### config.mk
export PLATFORM = sky130hd
export DESIGN_NAME = bldc_ctrl
export DESIGN_NICKNAME = d
export VERILOG_FILES = /design/src/hdl/bldc_pkg.sv /design/src/hdl/bldc_ctrl.sv
export SDC_FILE = /design/constraint.sdc
export NUM_CORES = 1
export LEC_CHECK = 0
export BUFFER_PORTS_ARGS = -buffer_cell sky130_fd_sc_hd__clkbuf_2
export CORE_AREA = 2 2 39 41
export DETAILED_ROUTE_END_ITERATION = 7
export DIE_AREA = 0 0 41 43
export PLACE_DENSITY = 0.53
export SETUP_SLACK_MARGIN = 0.5
export SYNTH_ARGS = -nofsm -noshare
export SYNTH_HDL_FRONTEND = slang
export SYNTH_SLANG_ARGS = --single-unit
### constraint.sdc
create_clock -name clock -period 1.45 [get_ports clock]
set_clock_uncertainty 0.15 [all_clocks]
set_input_delay 0.0725 -clock clock [delete_from_list [all_inputs] [get_ports clock]]
set_output_delay 0.0725 -clock clock [all_outputs]
set_load 0.01 [all_outputs]
### src/hdl/bldc_pkg.sv
// bldc_pkg: shared constants and controller/datapath interface types
// for the bitmap line draw and count block; no dependencies
package bldc_pkg;

   // storage defaults, handed to the top level parameters
   localparam int DEF_MAX_WIDTH  = 256;
   localparam int DEF_MAX_LENGTH = 256;

   // field widths
   localparam int FIELD_W   = 10;
   localparam int CFG_W     = 9;
   localparam int COUNT_W   = 11;
   localparam int CSR_IDX_W = 1;
   // walk coordinates: covers clamped minor steps and bounds up to 1024
   localparam int COORD_W   = 12;

   // register reset values
   localparam logic [CFG_W-1:0] WIDTH_RESET  = 9'd182;
   localparam logic [CFG_W-1:0] LENGTH_RESET = 9'd243;

   // register indexes
   localparam logic [CSR_IDX_W-1:0] CSR_WIDTH_IDX  = 1'b0;
   localparam logic [CSR_IDX_W-1:0] CSR_LENGTH_IDX = 1'b1;

   // operation codes
   localparam logic OP_DRAW  = 1'b0;
   localparam logic OP_COUNT = 1'b1;

   // controller to datapath commands
   typedef struct packed {
      logic clear_row;  // zero one bitmap row
      logic load;       // capture the request word
      logic orient;     // swap axes of steep lines
      logic order;      // order end points along the major axis
      logic delta;      // deltas, error term and minor direction
      logic step;       // visit one point
   } cmd_type;

   // datapath to controller status
   typedef struct packed {
      logic clear_last; // last row of the clearing pass
      logic more;       // major coordinate still within the line
   } status_type;

endpackage

### src/hdl/bldc_ctrl.sv
// bldc_ctrl: sequencing state machine for clearing, setup and walking
// depends on bldc_pkg
module bldc_ctrl (
   input  logic                 clock,
   input  logic                 reset,
   input  logic                 start,
   input  bldc_pkg::status_type status,
   output bldc_pkg::cmd_type    cmd,
   output logic                 busy,
   output logic                 rsp_valid
);

   typedef enum logic [2:0] {
      ST_CLEAR,
      ST_IDLE,
      ST_ORIENT,
      ST_ORDER,
      ST_DELTA,
      ST_WALK
   } state_type;

   state_type state_ff, state_in;
   logic      busy_ff, busy_in;
   logic      rsp_valid_ff, rsp_valid_in;

   // command decode
   always_comb begin
      cmd           = '0;
      cmd.clear_row = (state_ff == ST_CLEAR);
      cmd.load      = (state_ff == ST_IDLE) && start;
      cmd.orient    = (state_ff == ST_ORIENT);
      cmd.order     = (state_ff == ST_ORDER);
      cmd.delta     = (state_ff == ST_DELTA);
      cmd.step      = (state_ff == ST_WALK) && status.more;
   end

   // next state and registered outputs
   always_comb begin
      state_in     = state_ff;
      busy_in      = busy_ff;
      rsp_valid_in = 1'b0;
      case (state_ff)
         ST_CLEAR: begin
            if (status.clear_last) begin
               state_in = ST_IDLE;
               busy_in  = 1'b0;
            end
         end
         ST_IDLE: begin
            if (start) begin
               state_in = ST_ORIENT;
               busy_in  = 1'b1;
            end
         end
         ST_ORIENT: state_in = ST_ORDER;
         ST_ORDER:  state_in = ST_DELTA;
         ST_DELTA:  state_in = ST_WALK;
         ST_WALK: begin
            // last compare lands at this edge, so the count is final next cycle
            if (!status.more) begin
               state_in     = ST_IDLE;
               busy_in      = 1'b0;
               rsp_valid_in = 1'b1;
            end
         end
         default: begin
            state_in = ST_IDLE;
            busy_in  = 1'b0;
         end
      endcase
   end

   always_ff @(posedge clock) begin
      if (reset) begin
         state_ff     <= ST_CLEAR;
         busy_ff      <= 1'b1;
         rsp_valid_ff <= 1'b0;
      end else begin
         state_ff     <= state_in;
         busy_ff      <= busy_in;
         rsp_valid_ff <= rsp_valid_in;
      end
   end

   assign busy      = busy_ff;
   assign rsp_valid = rsp_valid_ff;

endmodule

==> run_results.csv <==
group,metric,value,unit
worst_setup_path,ff2ff_path_depth,3,
worst_setup_path,r2r-end,"state_ff[0]",
power,power.leakage,0.0002283,uW
placed_design,hpwl,528.7,um
sta,holdWs,-0.05451,ns
sta,rsz0062_at_grt,"true",
final_layout,antenna_cells,0,
hold_path,hold_class,"input pin to register",
placed_design,port_buffers,12,
clock_network,cts_buffers,3,
synth,syn_area,290.3,um^2
synth,synthTopCellsByCount,"5 x dfxtp_1, 5 x nand2_1, 5 x nor3_1, 3 x a21oi_1",
synth,async_reset_ff_share,0,%
clock_network,clock_latency,0.25,ns
power,intPower,309.8,uW
synth,synth_top_area_share,34.48,%
placed_design,dpl.cell_count,64,
worst_setup_path,regToRegSetupSlack,0.16,ns
clock_network,cts_root_buf,"clkbuf_4",
hold_path,hold_depth,3,
synth,yosys.area.top_type,"dfxtp_1",
clock_network,htreeDepth,1,
worst_setup_path,critical_path.max_stage_delay,0.32,ns
die,die_w,41,um
hold_path,min_from,"reset",
detailed_routing,route.detailed.drc,0,
synth,yosys_most_used_dff,"dfxtp_1",
final_layout,fill_cells,148,
sta,finalSetupViolCount,0,
synth,synth_edf_count,0,
synth,synthCells,37,
sta,maxSlewHeadroom,84.00,%
power,p_switching,126.2,uW
final_layout,fin_cells,71,
worst_setup_path,reg2reg_from,"state_ff[1]",
detailed_routing,drt_iter0_drc,0,
sta,slew_violations,0,
global_route,overflow,0,
clock_network,cts.clk_slew.worst_paths,0.05,ns
clock_network,cts.sinks,5,
global_route,grt_util_all_layers,10.71,%
detailed_routing,via_count,318,
clock_network,clockBufferDepth,2,
sta,hold_viol,2,
synth,ys_ff_latch,5,
detailed_routing,vias_per_cell,4.479,
die,die_h,43,um
worst_setup_path,cp_max_fo,7,
power,clockPowerShare,38.4,%
worst_setup_path,required,1.23,ns
worst_setup_path,start_kind,"register",
sta,finalSetupTns,0,ns
sta,period_minus_slack,1.326,ns
detailed_routing,dr.pass1.iters,1,
sta,fin_crit_sh,91.46,%
worst_setup_path,path_common_cell,"buf_6",
final_layout,fin_nets,61,
global_route,grt_pass1_wl,1186,um
placed_design,place.gp.congestion,0.7018,
final_layout,syn2layout_area_growth,70.69,%
power,irDropWorstVdd,334.7,uV
sta,fmax,0.7541,GHz
die,floorplan.initialDensity,20.98,%
worst_setup_path,slowest_stage,"dfxtp_2",
synth,syn_area_per_cell,7.845,um^2
detailed_routing,wire_per_inst,10.18,um
global_route,first_global_vias,278,
die,num_io_pins,13,
hold_path,min_to,"busy",
power,pwr-share-seq,37.9,%
synth,synth_warnings,0,
synth,ys_types,20,
die,std_cell_rows,14,
status,status,"complete, but fails checks",
global_route,antenna_found_initial,0,
global_route,grt_max_degree,11,
status,failed_checks,"hold timing",
job,maxCapViolCount,0,
worst_setup_path,crit_buf_inv,2,
worst_setup_path,path_class,"register to output port",
worst_setup_path,crit_arrival,1.10,ns
power,power_density,879.9,nW/um^2
sta,worst-slew-pin-transition,0.2401,ns
power,switching_share,28.95,%
power,p_comb_share,23.7,%
worst_setup_path,crit_path_end_kind,"output port",
detailed_routing,routed_wl,723,um
worst_setup_path,worstPathCellList,"buf_6 -> and2b_1 -> and3_4 -> buf_6",
worst_setup_path,cpLargestDelayFamily,"flip-flops",
clock_network,cts-hold-fix-buffers,1,
die,die-area,1763,um^2
detailed_routing,postRouteAntennaNets,0,
synth,synth.area.top_cells,"dfxtp_1 34%, nor3_1 8.6%, buf_6 7.8%",
synth,synth_fp_nets,42,
synth,yosysSeqAreaShare,34.48,%
final_layout,drive_gt1_share,69.09,%
clock_network,cts_tree,"yes",
die,core,1384,um^2
## logic make-up after synthesis
logic type / Yosys count / share of synthesized area (%)
buf+inv: 5 / 11.64
flops: 5 / 34.48
simple gates: 19 / 35.35
mux: 1 / 3.879
compound gates: 7 / 14.65
## routing by layer
layer	track usage [%]	part of all wire, %	vias to the layer above	wire length [um]
met3	6.283	9.3	4	67
met2	12.50	44	12	319
met1	13.69	43	137	314
met4	8.000	3.0	0	22
met5	0	0	-	0
li1	-	-	165	-
## power groups by stage
stage	clock network, uW	registers [uW]	logic, uW
4_1_cts	167	165	94.9
3_5_place_dp	0	165	80.8
3_3_place_gp	0	164	81.0
6_report	167	165	103
2_1_floorplan	0	159	64.6
5_1_grt	180	167	113
## what timing repair did
item | CTS | global route
endpoints found under the setup margin | 12 | 12
endpoints found under the hold margin | 4 | 2
buffers inserted | 2 | 0
gates resized for setup | 13 | 13
pin swaps | 4 | 0
cloned | 0 | 0
## cells in the final DEF, fill, tap and decap left out, types with 2 or more instances in the layout
| cell type | Yosys | final |
|---|---|---|
| dfxtp_4 | 0 | 3 |
| buf_6 | 2 | 4 |
| clkbuf_2 | 0 | 6 |
| nand2_1 | 5 | 4 |
| buf_2 | 0 | 4 |
| clkbuf_4 | 0 | 3 |
| a21oi_2 | 0 | 2 |
| nor3_2 | 0 | 3 |
| nor3_1 | 5 | 2 |
| buf_4 | 0 | 2 |
## worst max path at each step
| stage | from | end | cells after the start |
|---|---|---|---|
| after detailed placement | state_ff[1] | busy | 3 |
| after global placement | state_ff[1] | busy | 3 |
| final | state_ff[2] | cmd[0] | 4 |
| after global routing | state_ff[1] | cmd[2] | 4 |
| after CTS | state_ff[2] | cmd[0] | 4 |
| after floorplan | state_ff[1] | busy | 4 |
## through the flow
stage          hold slack (ns)  setup slack, ns  util [%]  total power [uW]  area, um^2
6_report              -0.05451           0.1239     35.80             436.0       495.5
5_1_grt               -0.01561          0.07769     35.80             459.9       495.5
4_1_cts               -0.04463           0.1096     33.54             426.7       464.2
3_5_place_dp            0.1907           0.1343     27.12             245.7       375.4
3_3_place_gp            0.1856           0.1547     27.12             245.3       375.4
2_1_floorplan         -0.01253           0.1433         -             223.3       316.6
## worst reg2reg max path: stages, from the launching register on
cell,delay [ns]
dfxtp_4,0.37
or3_2,0.49
a21oi_2,0.13
nor2_1,0.05
## sequential cells by signal, summed over array words and instances, names as in the netlist
name and count:
rsp_valid 1, state_ff 3, busy 1
## layout make-up
cell class / instances / area (um^2) / share of cell area (%)
inverter: 2 / 10.01 / 2.020
multi-input combinational: 27 / 203.9 / 41.16
sequential: 5 / 112.6 / 22.73
tap: 16 / 20.02 / 4.040
clock buffer: 4 / 26.28 / 5.303
timing repair buffer: 17 / 122.6 / 24.75
(Power assumes the default switching activity.)
